===== src/hw/rtl/zero_doppler_notch_peak_detect_macros.svh =====
// assertion macros for the zero-Doppler notch peak detector
// used by the top level only; expects i_clk and i_rst_n in scope
`ifndef ZERO_DOPPLER_NOTCH_PEAK_DETECT_MACROS_SVH
`define ZERO_DOPPLER_NOTCH_PEAK_DETECT_MACROS_SVH

// same-cycle implication
`define ZDN_ASSERT_SAME(label, pre, post) \
    label: assert property (@(posedge i_clk) disable iff (!i_rst_n) (pre) |-> (post)) \
        else $error("zdn same-cycle check failed");

// next-cycle implication
`define ZDN_ASSERT_NEXT(label, pre, post) \
    label: assert property (@(posedge i_clk) disable iff (!i_rst_n) (pre) |=> (post)) \
        else $error("zdn next-cycle check failed");

`endif


===== src/hw/rtl/zdn_pkg.sv =====
// shared constants and types for the zero-Doppler notch peak detector
// no dependencies
`default_nettype none

package zdn_pkg;

    localparam int DOPPLER_ROWS = 64;
    localparam int RANGE_BINS   = 256;
    localparam int FRAME_BINS   = DOPPLER_ROWS * RANGE_BINS;

    localparam int POS_W  = $clog2(FRAME_BINS);
    localparam int COL_W  = $clog2(RANGE_BINS);
    localparam int ROW_W  = $clog2(DOPPLER_ROWS);
    localparam int FILL_W = $clog2(FRAME_BINS + 1);

    localparam int MAG_W       = 16;
    localparam int CFG_W       = 6;
    localparam int RISE_W      = 17;
    localparam int BIN_OUT_W   = 14;
    localparam int RANGE_OUT_W = 8;
    localparam int ROW_OUT_W   = 6;
    localparam int CMP_W       = (ROW_W > CFG_W) ? ROW_W : CFG_W;

    localparam int APB_DATA_W = 32;
    localparam int APB_ADDR_W = 3;
    localparam int REG_IDX_W  = 1;

    localparam logic [REG_IDX_W-1:0] REG_NOTCH_FIRST = 1'b0;
    localparam logic [REG_IDX_W-1:0] REG_NOTCH_LAST  = 1'b1;

    localparam logic [CFG_W-1:0] NOTCH_FIRST_RESET = 6'd32;
    localparam logic [CFG_W-1:0] NOTCH_LAST_RESET  = 6'd33;

    typedef struct packed {
        logic [CFG_W-1:0] first_row;
        logic [CFG_W-1:0] last_row;
    } t_notch_cfg;

    // stage-one item handed from the front end to the peak tracker
    typedef struct packed {
        logic             valid;
        logic             last;
        logic             first;
        logic             prev_ok;
        logic [MAG_W-1:0] notched;
        logic [MAG_W-1:0] prev;
        logic [POS_W-1:0] pos;
        logic [ROW_W-1:0] row;
        logic [COL_W-1:0] col;
    } t_s1;

endpackage

`default_nettype wire


===== src/hw/rtl/zdn_cfg_regs.sv =====
// APB register file holding the notch band limits
// depends on zdn_pkg
`default_nettype none

module zdn_cfg_regs (
    input  wire logic                            i_clk,
    input  wire logic                            i_rst_n,
    input  wire logic                            psel,
    input  wire logic                            penable,
    input  wire logic                            pwrite,
    input  wire logic [zdn_pkg::APB_ADDR_W-1:0]  paddr,
    input  wire logic [zdn_pkg::APB_DATA_W-1:0]  pwdata,
    output logic      [zdn_pkg::APB_DATA_W-1:0]  prdata,
    output logic                                 pready,
    output zdn_pkg::t_notch_cfg                  o_cfg
);

    logic [zdn_pkg::CFG_W-1:0]     r_first;
    logic [zdn_pkg::CFG_W-1:0]     r_last;
    logic [zdn_pkg::REG_IDX_W-1:0] w_idx;
    logic                          w_wr;

    assign pready = 1'b1;
    assign w_idx  = paddr[2 +: zdn_pkg::REG_IDX_W];
    assign w_wr   = psel & penable & pwrite;

    always_ff @(posedge i_clk) begin
        if (!i_rst_n) begin
            r_first <= zdn_pkg::NOTCH_FIRST_RESET;
            r_last  <= zdn_pkg::NOTCH_LAST_RESET;
        end else if (w_wr) begin
            unique case (w_idx)
                zdn_pkg::REG_NOTCH_FIRST: r_first <= pwdata[zdn_pkg::CFG_W-1:0];
                zdn_pkg::REG_NOTCH_LAST:  r_last  <= pwdata[zdn_pkg::CFG_W-1:0];
                default: ;
            endcase
        end
    end

    always_comb begin
        prdata = '0;
        unique case (w_idx)
            zdn_pkg::REG_NOTCH_FIRST: prdata[zdn_pkg::CFG_W-1:0] = r_first;
            zdn_pkg::REG_NOTCH_LAST:  prdata[zdn_pkg::CFG_W-1:0] = r_last;
            default: ;
        endcase
    end

    assign o_cfg.first_row = r_first;
    assign o_cfg.last_row  = r_last;

endmodule

`default_nettype wire


===== config.mk =====
export PLATFORM = sky130hd
export DESIGN_NAME = zdn_cfg_regs
export DESIGN_NICKNAME = d
export VERILOG_FILES = /design/src/hw/rtl/zero_doppler_notch_peak_detect_macros.svh /design/src/hw/rtl/zdn_pkg.sv /design/src/hw/rtl/zdn_cfg_regs.sv
export SDC_FILE = /design/constraint.sdc
export NUM_CORES = 1
export LEC_CHECK = 0
export ABC_CLOCK_PERIOD_IN_PS = 1400
export BUFFER_PORTS_ARGS = -buffer_cell sky130_fd_sc_hd__buf_4
export CAP_MARGIN = 20
export CORE_ASPECT_RATIO = 1.75
export CORE_UTILIZATION = 34
export CTS_CLUSTER_SIZE = 10
export DETAILED_ROUTE_END_ITERATION = 10
export GPL_TIMING_DRIVEN = 1
export HOLD_SLACK_MARGIN = 0.05
export PLACE_DENSITY = 0.8
export SKIP_CTS_REPAIR_TIMING = 1
export SLEW_MARGIN = 10
export SYNTH_ARGS = -nofsm -noshare
export SYNTH_HDL_FRONTEND = slang
export SYNTH_SLANG_ARGS = --single-unit
export TNS_END_PERCENT = 5

===== constraint.sdc =====
create_clock -name i_clk -period 1.4 [get_ports i_clk]
set_clock_uncertainty 0.15 [all_clocks]
set_input_delay 0.28 -clock i_clk [delete_from_list [all_inputs] [get_ports i_clk]]
set_output_delay 0.28 -clock i_clk [all_outputs]
set_load 0.02 [all_outputs]

==> impl_metrics.ini <==
[placed_design]
dp.final_hpwl_um = 1090
place.gp.congestion = 0.582
placed_cells = 132
place_area_um2 = 892
dpl_worst_slack_ns = 0.00775
port_buffers = 29

[power]
p_switching_mw = 0.236
fin_total_pwr_mw = 0.806
sw_frac_of_total_pct = 29.3
ir_drop_mv = 0.442
p_leak_nw = 0.541
powerDensity_nw_per_um2 = 807
pwr-share-seq_pct = 44.1
combPwrFrac_pct = 22.4
internal-power_mw = 0.570
power.share.clock_pct = 33.5

[synth]
synth_ff_type = dfxtp_1
synth_compound_area_share_pct = 0
yosysTopAreaCell = dfxtp_1
yosys_warnings = 0
synth.area.top_cells = dfxtp_1 (31%), buf_4 (26%), mux2i_1 (15%)
syn_area_um2 = 779
yosysSeqAreaShare_pct = 30.8
yosys.area_share.simple_pct = 14.8
avgSynthCellArea_um2 = 9.17
post-synth-top-count-cell = buf_4
synth_top_cell_area_share_pct = 30.8
synth_cells = 85
post_synth_xor_area_fraction_pct = 0
synth_mux_area_share_pct = 24.1
ys_top_cells_by_count = buf_4 (27), nand2_1 (14), dfxtp_1 (12), mux2i_1 (12), mux2_2 (6)
synth_edf_count = 0
ys_types = 12
yosys_register_bits = 12
synth-adder-area-share_pct = 0
synth_top_family_by_area = buffers and inverters
async_flop_share_pct = 0

[worst_hold_path]
min_from = pwdata[0]
hold_depth = 3
hp-class = primary input to flop
worstHoldEndpoint = r_first[0]

[timing]
setup_violations = 6
period_minus_slack_ns = 1.43
final_max_slew_viol_count = 0
holdWs_ns = 0.114
rsz0062_at_grt = yes
fin_crit_sh_pct = 102
finalHoldViolCount = 0
fin_ws_ns = -0.0312
fmax_mhz = 699

[outcome]
status = finished, violations left
violations = setup timing

[worst_setup_path]
cp.arrival_ns = 1.00
worstPathCellList = mux2_2 > buf_6
crit_start = r_first[5]
path_class = flop to output port
cp_max_fo = 3
r2r_start = r_last[1]
slowest_delay_ns = 0.33
r2r_end = r_last[1]
start_kind = flop
reg2reg_depth = 3
reg2reg_setup_slack_ns = 0.58
cp.required_ns = 0.97
crit_slowest_cell = dfxtp_2
cp-end-kind = output port

[floorplanning]
start_util_pct = 36.8
rows = 22
die_h_um = 65.3
ios = 85
fp.dieArea_um2 = 2500
die_x_um = 38.2
core_area_um2 = 2120

[clock_tree]
cts_tree = built
cts_sinks = 12
clockBufferDepth = 2
numCtsBuffers = 3
clock_latency_ns = 0.27
cts_root_buf = clkbuf_4
cts.clk_slew.worst_paths_ns = 0.08
htreeDepth = 1

[global_routing]
grt_max_degree = 20
grt_pass1_wl_um = 2150
grt_usage_pct = 11.9
grt_pass1_vias = 513
grt_overflow = 0
antenna_found_initial = 0

[layout]
final_nets = 156
drive_gt1_share_pct = 47.0
stdcell_area_um2 = 998
nFillCells = 221
area_growth_pct = 28.1
diodes = 0
final_cells = 139

[drt]
routed_wl_um = 1410
drt_pass1_iterations = 4
drc = 0
drtIter0Drc = 4
vias_per_cell = 4.38
final_antenna_net_count = 0
wl_per_cell_um = 10.2
dr_total_vias = 609

[run]
cap_violations = 0
-- layout make-up --
cell class | count | area, um2 | area share [%]
well taps | 24 | 30.0 | 3.01
repair buffers | 32 | 263 | 26.3
multi-input cells | 67 | 415 | 41.6
flip-flops and latches | 12 | 254 | 25.4
clock buffers | 4 | 36.3 | 3.63
-- critical path, delay by kind of cell, from the launching register on --
kind,cells,cell delay (ns)
flip-flops,1,0.33
buffers and inverters,1,0.13
multiplexers,1,0.27
-- cell usage in the layout, fill, tap and decap left out, drive strengths merged --
cell type  instances
nor2b              5
mux2i             12
and4b              1
clkbuf             4
conb              27
nand4              1
nand2             14
mux2               6
nand4b             1
buf               32
dfxtp             12
-- through the flow --
| stage | TNS [ns] | utilization [%] |
|---|---|---|
| after detailed placement | 0 | 42.1 |
| after global routing | -0.350 | 47.1 |
| after CTS | -0.351 | 43.8 |
| after floorplan | 0 | - |
| final | -0.153 | 47.1 |
| after global placement | 0 | 42.1 |
-- flip-flops by register name (all words and copies together), names as in the netlist --
register	flops
r_last	6
r_first	6
-- layer usage --
metal	global-route usage [%]	wire length [um]	up-vias
li1	-	-	280
met1	11.7	462	283
met2	22.9	826	46
met3	2.03	125	0
met4	4.02	0	0
met5	0	0	-
-- worst max-delay path by stage --
stage                            to  cells past startpoint
after floorplan           prdata[0]                      2
after global placement    prdata[4]                      3
after detailed placement  prdata[5]                      3
after CTS                 prdata[5]                      2
after global routing      prdata[5]                      2
final                     prdata[5]                      2
-- power groups by stage --
stage / Sequential [mW] / Clock, mW / Combinational [mW]
after floorplan: 0.371 / 0 / 0.171
after CTS: 0.354 / 0.280 / 0.171
final: 0.355 / 0.270 / 0.181
after global routing: 0.356 / 0.302 / 0.196
after global placement: 0.362 / 0 / 0.168
after detailed placement: 0.362 / 0 / 0.171
-- logic make-up after synthesis --
family	Yosys count
buffers and inverters	31
AND/OR/NAND/NOR	22
multiplexers	18
flip-flops	12
other	2
Note: power is estimated with default switching activity, not from simulation.
