==> config.mk <==
export PLATFORM = sky130hd
export DESIGN_NAME = zdn_peak_track
export DESIGN_NICKNAME = d
export VERILOG_FILES = /design/src/hw/rtl/zero_doppler_notch_peak_detect_macros.svh /design/src/hw/rtl/zdn_pkg.sv /design/src/hw/rtl/zdn_peak_track.sv
export SDC_FILE = /design/constraint.sdc
export NUM_CORES = 1
export LEC_CHECK = 0
export BUFFER_PORTS_ARGS = -buffer_cell sky130_fd_sc_hd__buf_2
export CAP_MARGIN = 20
export CORE_MARGIN = 2
export CORE_UTILIZATION = 45
export CTS_CLUSTER_SIZE = 40
export DETAILED_ROUTE_END_ITERATION = 10
export PLACE_DENSITY = 0.69
export SLEW_MARGIN = 10
export SYNTH_ARGS = -nofsm -noshare
export SYNTH_HDL_FRONTEND = slang
export SYNTH_SLANG_ARGS = --single-unit
==> constraint.sdc <==
create_clock -name i_clk -period 5.6 [get_ports i_clk]
set_clock_uncertainty 0.2 [all_clocks]
set_input_delay 0.28 -clock i_clk [delete_from_list [all_inputs] [get_ports i_clk]]
set_output_delay 0.28 -clock i_clk [all_outputs]
set_load 0.03 [all_outputs]
==> src/hw/rtl/zero_doppler_notch_peak_detect_macros.svh <==
// assertion macros for the zero-Doppler notch peak detector
// used by the top level only; expects i_clk and i_rst_n in scope
`ifndef ZERO_DOPPLER_NOTCH_PEAK_DETECT_MACROS_SVH
`define ZERO_DOPPLER_NOTCH_PEAK_DETECT_MACROS_SVH

// same-cycle implication
`define ZDN_ASSERT_SAME(label, pre, post) \
    label: assert property (@(posedge i_clk) disable iff (!i_rst_n) (pre) |-> (post)) \
        else $error("zdn same-cycle check failed");

// next-cycle implication
`define ZDN_ASSERT_NEXT(label, pre, post) \
    label: assert property (@(posedge i_clk) disable iff (!i_rst_n) (pre) |=> (post)) \
        else $error("zdn next-cycle check failed");

`endif

==> src/hw/rtl/zdn_pkg.sv <==
// shared constants and types for the zero-Doppler notch peak detector
// no dependencies
`default_nettype none

package zdn_pkg;

    localparam int DOPPLER_ROWS = 64;
    localparam int RANGE_BINS   = 256;
    localparam int FRAME_BINS   = DOPPLER_ROWS * RANGE_BINS;

    localparam int POS_W  = $clog2(FRAME_BINS);
    localparam int COL_W  = $clog2(RANGE_BINS);
    localparam int ROW_W  = $clog2(DOPPLER_ROWS);
    localparam int FILL_W = $clog2(FRAME_BINS + 1);

    localparam int MAG_W       = 16;
    localparam int CFG_W       = 6;
    localparam int RISE_W      = 17;
    localparam int BIN_OUT_W   = 14;
    localparam int RANGE_OUT_W = 8;
    localparam int ROW_OUT_W   = 6;
    localparam int CMP_W       = (ROW_W > CFG_W) ? ROW_W : CFG_W;

    localparam int APB_DATA_W = 32;
    localparam int APB_ADDR_W = 3;
    localparam int REG_IDX_W  = 1;

    localparam logic [REG_IDX_W-1:0] REG_NOTCH_FIRST = 1'b0;
    localparam logic [REG_IDX_W-1:0] REG_NOTCH_LAST  = 1'b1;

    localparam logic [CFG_W-1:0] NOTCH_FIRST_RESET = 6'd32;
    localparam logic [CFG_W-1:0] NOTCH_LAST_RESET  = 6'd33;

    typedef struct packed {
        logic [CFG_W-1:0] first_row;
        logic [CFG_W-1:0] last_row;
    } t_notch_cfg;

    // stage-one item handed from the front end to the peak tracker
    typedef struct packed {
        logic             valid;
        logic             last;
        logic             first;
        logic             prev_ok;
        logic [MAG_W-1:0] notched;
        logic [MAG_W-1:0] prev;
        logic [POS_W-1:0] pos;
        logic [ROW_W-1:0] row;
        logic [COL_W-1:0] col;
    } t_s1;

endpackage

`default_nettype wire

==> src/hw/rtl/zdn_peak_track.sv <==
// rise computation, running winner and output register
// depends on zdn_pkg
`default_nettype none

module zdn_peak_track (
    input  wire logic                                 i_clk,
    input  wire logic                                 i_rst_n,
    input  wire zdn_pkg::t_s1                         i_s1,
    input  wire logic                                 i_out_ready,
    output logic                                      o_advance,
    output logic                                      o_out_valid,
    output logic        [zdn_pkg::MAG_W-1:0]          o_notched,
    output logic                                      o_detect,
    output logic        [zdn_pkg::BIN_OUT_W-1:0]      o_bin,
    output logic        [zdn_pkg::RANGE_OUT_W-1:0]    o_range,
    output logic        [zdn_pkg::ROW_OUT_W-1:0]      o_row,
    output logic signed [zdn_pkg::RISE_W-1:0]         o_rise
);

    logic signed [zdn_pkg::RISE_W-1:0] r_best_rise, n_best_rise;
    logic        [zdn_pkg::POS_W-1:0]  r_best_pos,  n_best_pos;
    logic        [zdn_pkg::ROW_W-1:0]  r_best_row,  n_best_row;
    logic        [zdn_pkg::COL_W-1:0]  r_best_col,  n_best_col;
    logic                              r_out_valid;

    logic        [zdn_pkg::MAG_W-1:0]  w_prev;
    logic signed [zdn_pkg::RISE_W-1:0] w_rise;
    logic                              w_take;

    assign o_advance = i_s1.valid & (~r_out_valid | i_out_ready);

    assign w_prev = i_s1.prev_ok ? i_s1.prev : '0;
    assign w_rise = $signed({1'b0, i_s1.notched}) - $signed({1'b0, w_prev});
    // first bin of a frame wins outright; later bins need a strict rise to keep the first on ties
    assign w_take = i_s1.first || (w_rise > r_best_rise);

    always_comb begin
        n_best_rise = r_best_rise;
        n_best_pos  = r_best_pos;
        n_best_row  = r_best_row;
        n_best_col  = r_best_col;
        if (w_take) begin
            n_best_rise = w_rise;
            n_best_pos  = i_s1.pos;
            n_best_row  = i_s1.row;
            n_best_col  = i_s1.col;
        end
    end

    always_ff @(posedge i_clk) begin
        if (!i_rst_n) begin
            r_best_rise <= '0;
            r_best_pos  <= '0;
            r_best_row  <= '0;
            r_best_col  <= '0;
        end else if (o_advance) begin
            if (i_s1.last) begin
                r_best_rise <= '0;
                r_best_pos  <= '0;
                r_best_row  <= '0;
                r_best_col  <= '0;
            end else begin
                r_best_rise <= n_best_rise;
                r_best_pos  <= n_best_pos;
                r_best_row  <= n_best_row;
                r_best_col  <= n_best_col;
            end
        end
    end

    always_ff @(posedge i_clk) begin
        if (!i_rst_n) begin
            r_out_valid <= 1'b0;
        end else if (o_advance) begin
            r_out_valid <= 1'b1;
        end else if (i_out_ready) begin
            r_out_valid <= 1'b0;
        end
    end

    always_ff @(posedge i_clk) begin
        if (o_advance) begin
            o_notched <= i_s1.notched;
            o_detect  <= i_s1.last;
            if (i_s1.last) begin
                o_bin   <= zdn_pkg::BIN_OUT_W'(n_best_pos);
                o_range <= zdn_pkg::RANGE_OUT_W'(n_best_col);
                o_row   <= zdn_pkg::ROW_OUT_W'(n_best_row);
                o_rise  <= n_best_rise;
            end else begin
                o_bin   <= '0;
                o_range <= '0;
                o_row   <= '0;
                o_rise  <= '0;
            end
        end
    end

    assign o_out_valid = r_out_valid;

endmodule

`default_nettype wire

==> flow_metrics.py <==
metrics = {
    "synthesis": {
        "ys.flop_type": "edfxtp_1",
        "synth_edf_count": 62,
        "synthSimpleGateAreaFrac_pct": 12.8,
        "syn_area_per_cell_sq_um": 10.4,
        "yosysUniqueCellTypes": 51,
        "synthArstFlopShare_pct": 0,
        "synth_xor_area_share_pct": 1.58,
        "synthCells": 533,
        "yosysWarnings": 0,
        "synthesis.area_sq_um": 5540,
        "synth_mux_area_share_pct": 6.51,
        "synth_top_family_by_area": "compound AO/OA/AOI/OAI gates",
        "synth_compound_area_share_pct": 16.2,
        "syn_nets": 634,
        "synth-seq-cells": 108,
        "synthAdderAreaFrac_pct": 7.82,
        "seq_area_frac_synth_pct": 50.3,
    },
    "route": {
        "ant_nets": 0,
        "drt-pass1-iter-count": 7,
        "viasPerCell": 5.42,
        "drt_iter0_drc": 314,
        "drt-total-wl_um": 13200,
        "vias": 4613,
        "drc_errors": 0,
        "avgRoutedWirePerCell_um": 15.5,
    },
    "grt": {
        "grt_pass1_vias": 4392,
        "grt_max_degree": 72,
        "antenna_found_initial": 0,
        "overflow": 0,
        "grtUsageTotal_pct": 19.2,
        "grt_pass1_wl_um": 20500,
    },
    "power": {
        "p_comb_share_pct": 27.6,
        "p_leak_nw": 2.86,
        "power_frac_seq_pct": 43.5,
        "switching_share_pct": 32.5,
        "clkPwrFrac_pct": 28.9,
        "peakVddDrop_mv": 0.150,
        "p_per_area_nw_per_um2": 304,
        "switchingPower_uw": 694,
        "intPower_mw": 1.44,
    },
    "timing": {
        "finalWorstPathRequiredPeriod_ns": 5.31,
        "tightest_slew_ns": 0.763,
        "finalMaxSlewViolations": 0,
        "finalHoldViolCount": 0,
        "setup_slack_ns": 0.290,
        "slew_headroom_pct": 48.8,
        "hold_ws_ns": 0.00308,
        "fmax_ghz": 0.188,
        "fin_crit_sh_pct": 94.8,
        "final-setup-viol-count": 0,
    },
    "floorplan": {
        "ioPinCount": 131,
        "die_h_um": 115,
        "core_area_sq_um": 12000,
        "die_area_sq_um": 13200,
        "chipWidth_um": 115,
        "row_count": 40,
        "start_util_pct": 46.1,
    },
    "setup_path": {
        "cp.arrival_ns": 5.20,
        "end_kind": "flip-flop",
        "worst-endpoint-required_ns": 5.49,
        "cp_max_fo": 16,
        "path_class": "in -> reg",
        "start_kind": "input pin",
    },
    "finish": {
        "finalNonFillerCells": 851,
        "n_fill_cell": 1037,
        "diodes": 0,
        "syn_to_final_growth_pct": 26.9,
        "final_util_pct": 58.5,
        "final_layout_size_suffix_gt1_share_pct": 25.9,
        "nets": 800,
    },
    "clocking": {
        "htreeDepth": 3,
        "clk_pin_slew_worst_paths_ns": 0.08,
        "clk_path_buf_depth": 2,
        "numCtsBuffers": 9,
        "insertion_delay_ns": 0.34,
        "clkSinkCount": 108,
        "cts_root_buffer": "clkbuf_16",
        "cts_tree": "yes",
    },
    "run": {
        "maxCapViolCount": 0,
    },
    "min_path": {
        "hold_class": "in -> reg",
    },
    "place": {
        "gp_congestion": 0.869,
        "pre_cts_slack_ns": 0.349,
        "dp.cells": 793,
        "port_buffers": 130,
        "hpwl_um": 9000,
    },
    "outcome": {
        "status": "completed",
    },
}
-- logic make-up after synthesis --
family | count (synthesis)
AND/OR/NAND/NOR | 170
flip-flops | 108
adder cells (fa/ha/maj) | 34
multiplexers | 36
AO/OA/AOI/OAI | 117
buffers and inverters | 58
XOR/XNOR | 10
-- critical path, stage by stage --
cell           delay (ns)
dlygate4sd3_1        0.53
buf_2                0.13
inv_1                0.06
ha_1                 0.17
inv_1                0.06
fa_1                 0.42
a211o_1              0.34
a211oi_1             0.28
o211ai_1             0.17
a311oi_1             0.29
nor2_1               0.09
xnor2_1              0.26
inv_1                0.08
ha_1                 0.31
nand3_2              0.11
or3_4                0.44
nor4_4               0.29
a21oi_4              0.14
nand2_8              0.23
buf_4                0.23
mux2i_1              0.22
nor2_1               0.06
-- layout make-up --
type / instances / area (sq um) / share of cell area [%]
Clock buffer: 9 / 225 / 3.21
Clock inverter: 7 / 57.6 / 0.820
Inverter: 31 / 116 / 1.66
Multi-Input combinational cell: 368 / 2530 / 36.0
Sequential cell: 108 / 2780 / 39.6
Tap cell: 147 / 184 / 2.62
Timing Repair Buffer: 181 / 1130 / 16.1
-- power by group through the flow --
stage	combinational (mW)	sequential [mW]	clock, mW
floorplan	0.331	1.03	0
global placement	0.538	0.945	0
detailed placement	0.552	0.946	0
CTS	0.575	0.929	0.625
global route	0.641	0.934	0.651
finish	0.589	0.928	0.616
-- metal layers --
layer  up-vias  share of wire, %  wire (um)  track usage, %
met4         0               1.4        188            6.02
met5         -                 0          0               0
met1      2189                45       5910            24.8
met2       141                49       6530            33.2
li1       2265                 -          -               -
met3        18               4.4        585            3.22
-- flip-flops by register name (all words and copies together) (netlist names) --
register and count:
o_rise 17, r_best_rise 17, o_notched 16, o_bin 14, r_best_pos 14, o_range 8, r_best_col 8, o_row 6
r_best_row 6, o_detect 1, o_out_valid 1
-- Yosys cell counts, types with 2 or more instances --
| cell type | instances | area (sq um) |
|---|---|---|
| clkbuf_1 | 15 | 56.3 |
| a31oi_1 | 5 | 31.3 |
| o21ai_0 | 11 | 55.1 |
| nor2_1 | 51 | 191 |
| buf_6 | 5 | 56.3 |
| buf_2 | 5 | 25.0 |
| xnor2_1 | 7 | 61.3 |
| a21o_1 | 6 | 45.0 |
| ha_1 | 33 | 413 |
| o22ai_1 | 28 | 175 |
| o32ai_1 | 8 | 70.1 |
| o32ai_2 | 7 | 114 |
| a311oi_1 | 5 | 43.8 |
| inv_1 | 29 | 109 |
| clkinv_1 | 2 | 7.51 |
| nand2_1 | 95 | 357 |
| nand3_1 | 11 | 55.1 |
| o21a_1 | 5 | 37.5 |
| a2111oi_2 | 2 | 30.0 |
| a211oi_1 | 6 | 45.0 |
| o311ai_1 | 2 | 17.5 |
| xor2_1 | 3 | 26.3 |
| nand4_1 | 2 | 12.5 |
| edfxtp_1 | 62 | 1860 |
| mux2i_1 | 36 | 360 |
| o31ai_2 | 2 | 25.0 |
| dfxtp_1 | 46 | 921 |
| a21oi_1 | 21 | 105 |
-- what timing repair did --
| item | in CTS | in global routing |
|---|---|---|
| buffers inserted | 0 | 4 |
| hold buffers | 37 | 0 |
| resized for setup | 0 | 4 |
| setup endpoints to repair | 0 | 61 |
| endpoints found under the hold margin | 37 | 0 |
-- placed cells by master (no fill, tap or decap), types with 11 or more instances in the layout --
| master | n |
|---|---|
| buf_2 | 130 |
| nand2_1 | 95 |
| edfxtp_1 | 62 |
| nor2_1 | 51 |
| dfxtp_1 | 46 |
| dlygate4sd3_1 | 37 |
| mux2i_1 | 36 |
| ha_1 | 33 |
| inv_1 | 28 |
| o22ai_1 | 28 |
| a21oi_1 | 21 |
| buf_4 | 13 |
| o21ai_0 | 11 |
-- through the flow --
stage	instance area (sq um)	power, mW	TNS, ns
6_report	7020	2.13	0
5_1_grt	7020	2.23	-0.0904
4_1_cts	6950	2.13	0
3_5_place_dp	6300	1.50	0
3_3_place_gp	6300	1.48	0
2_1_floorplan	5540	1.36	0
-- path summary, 6_finish.rpt --
check,startpoint,end,slack (ns),depth (start not counted)
max,i_s1[44],o_bin[8],0.29,22
min,i_s1[16],r_best_pos[2],0.003,3
max reg2reg,r_best_rise[2],o_bin[8],2.55,10
min reg2reg,r_best_col[0],r_best_col[0],0.27,2
No activity file was read; power rests on OpenSTA's default activity.
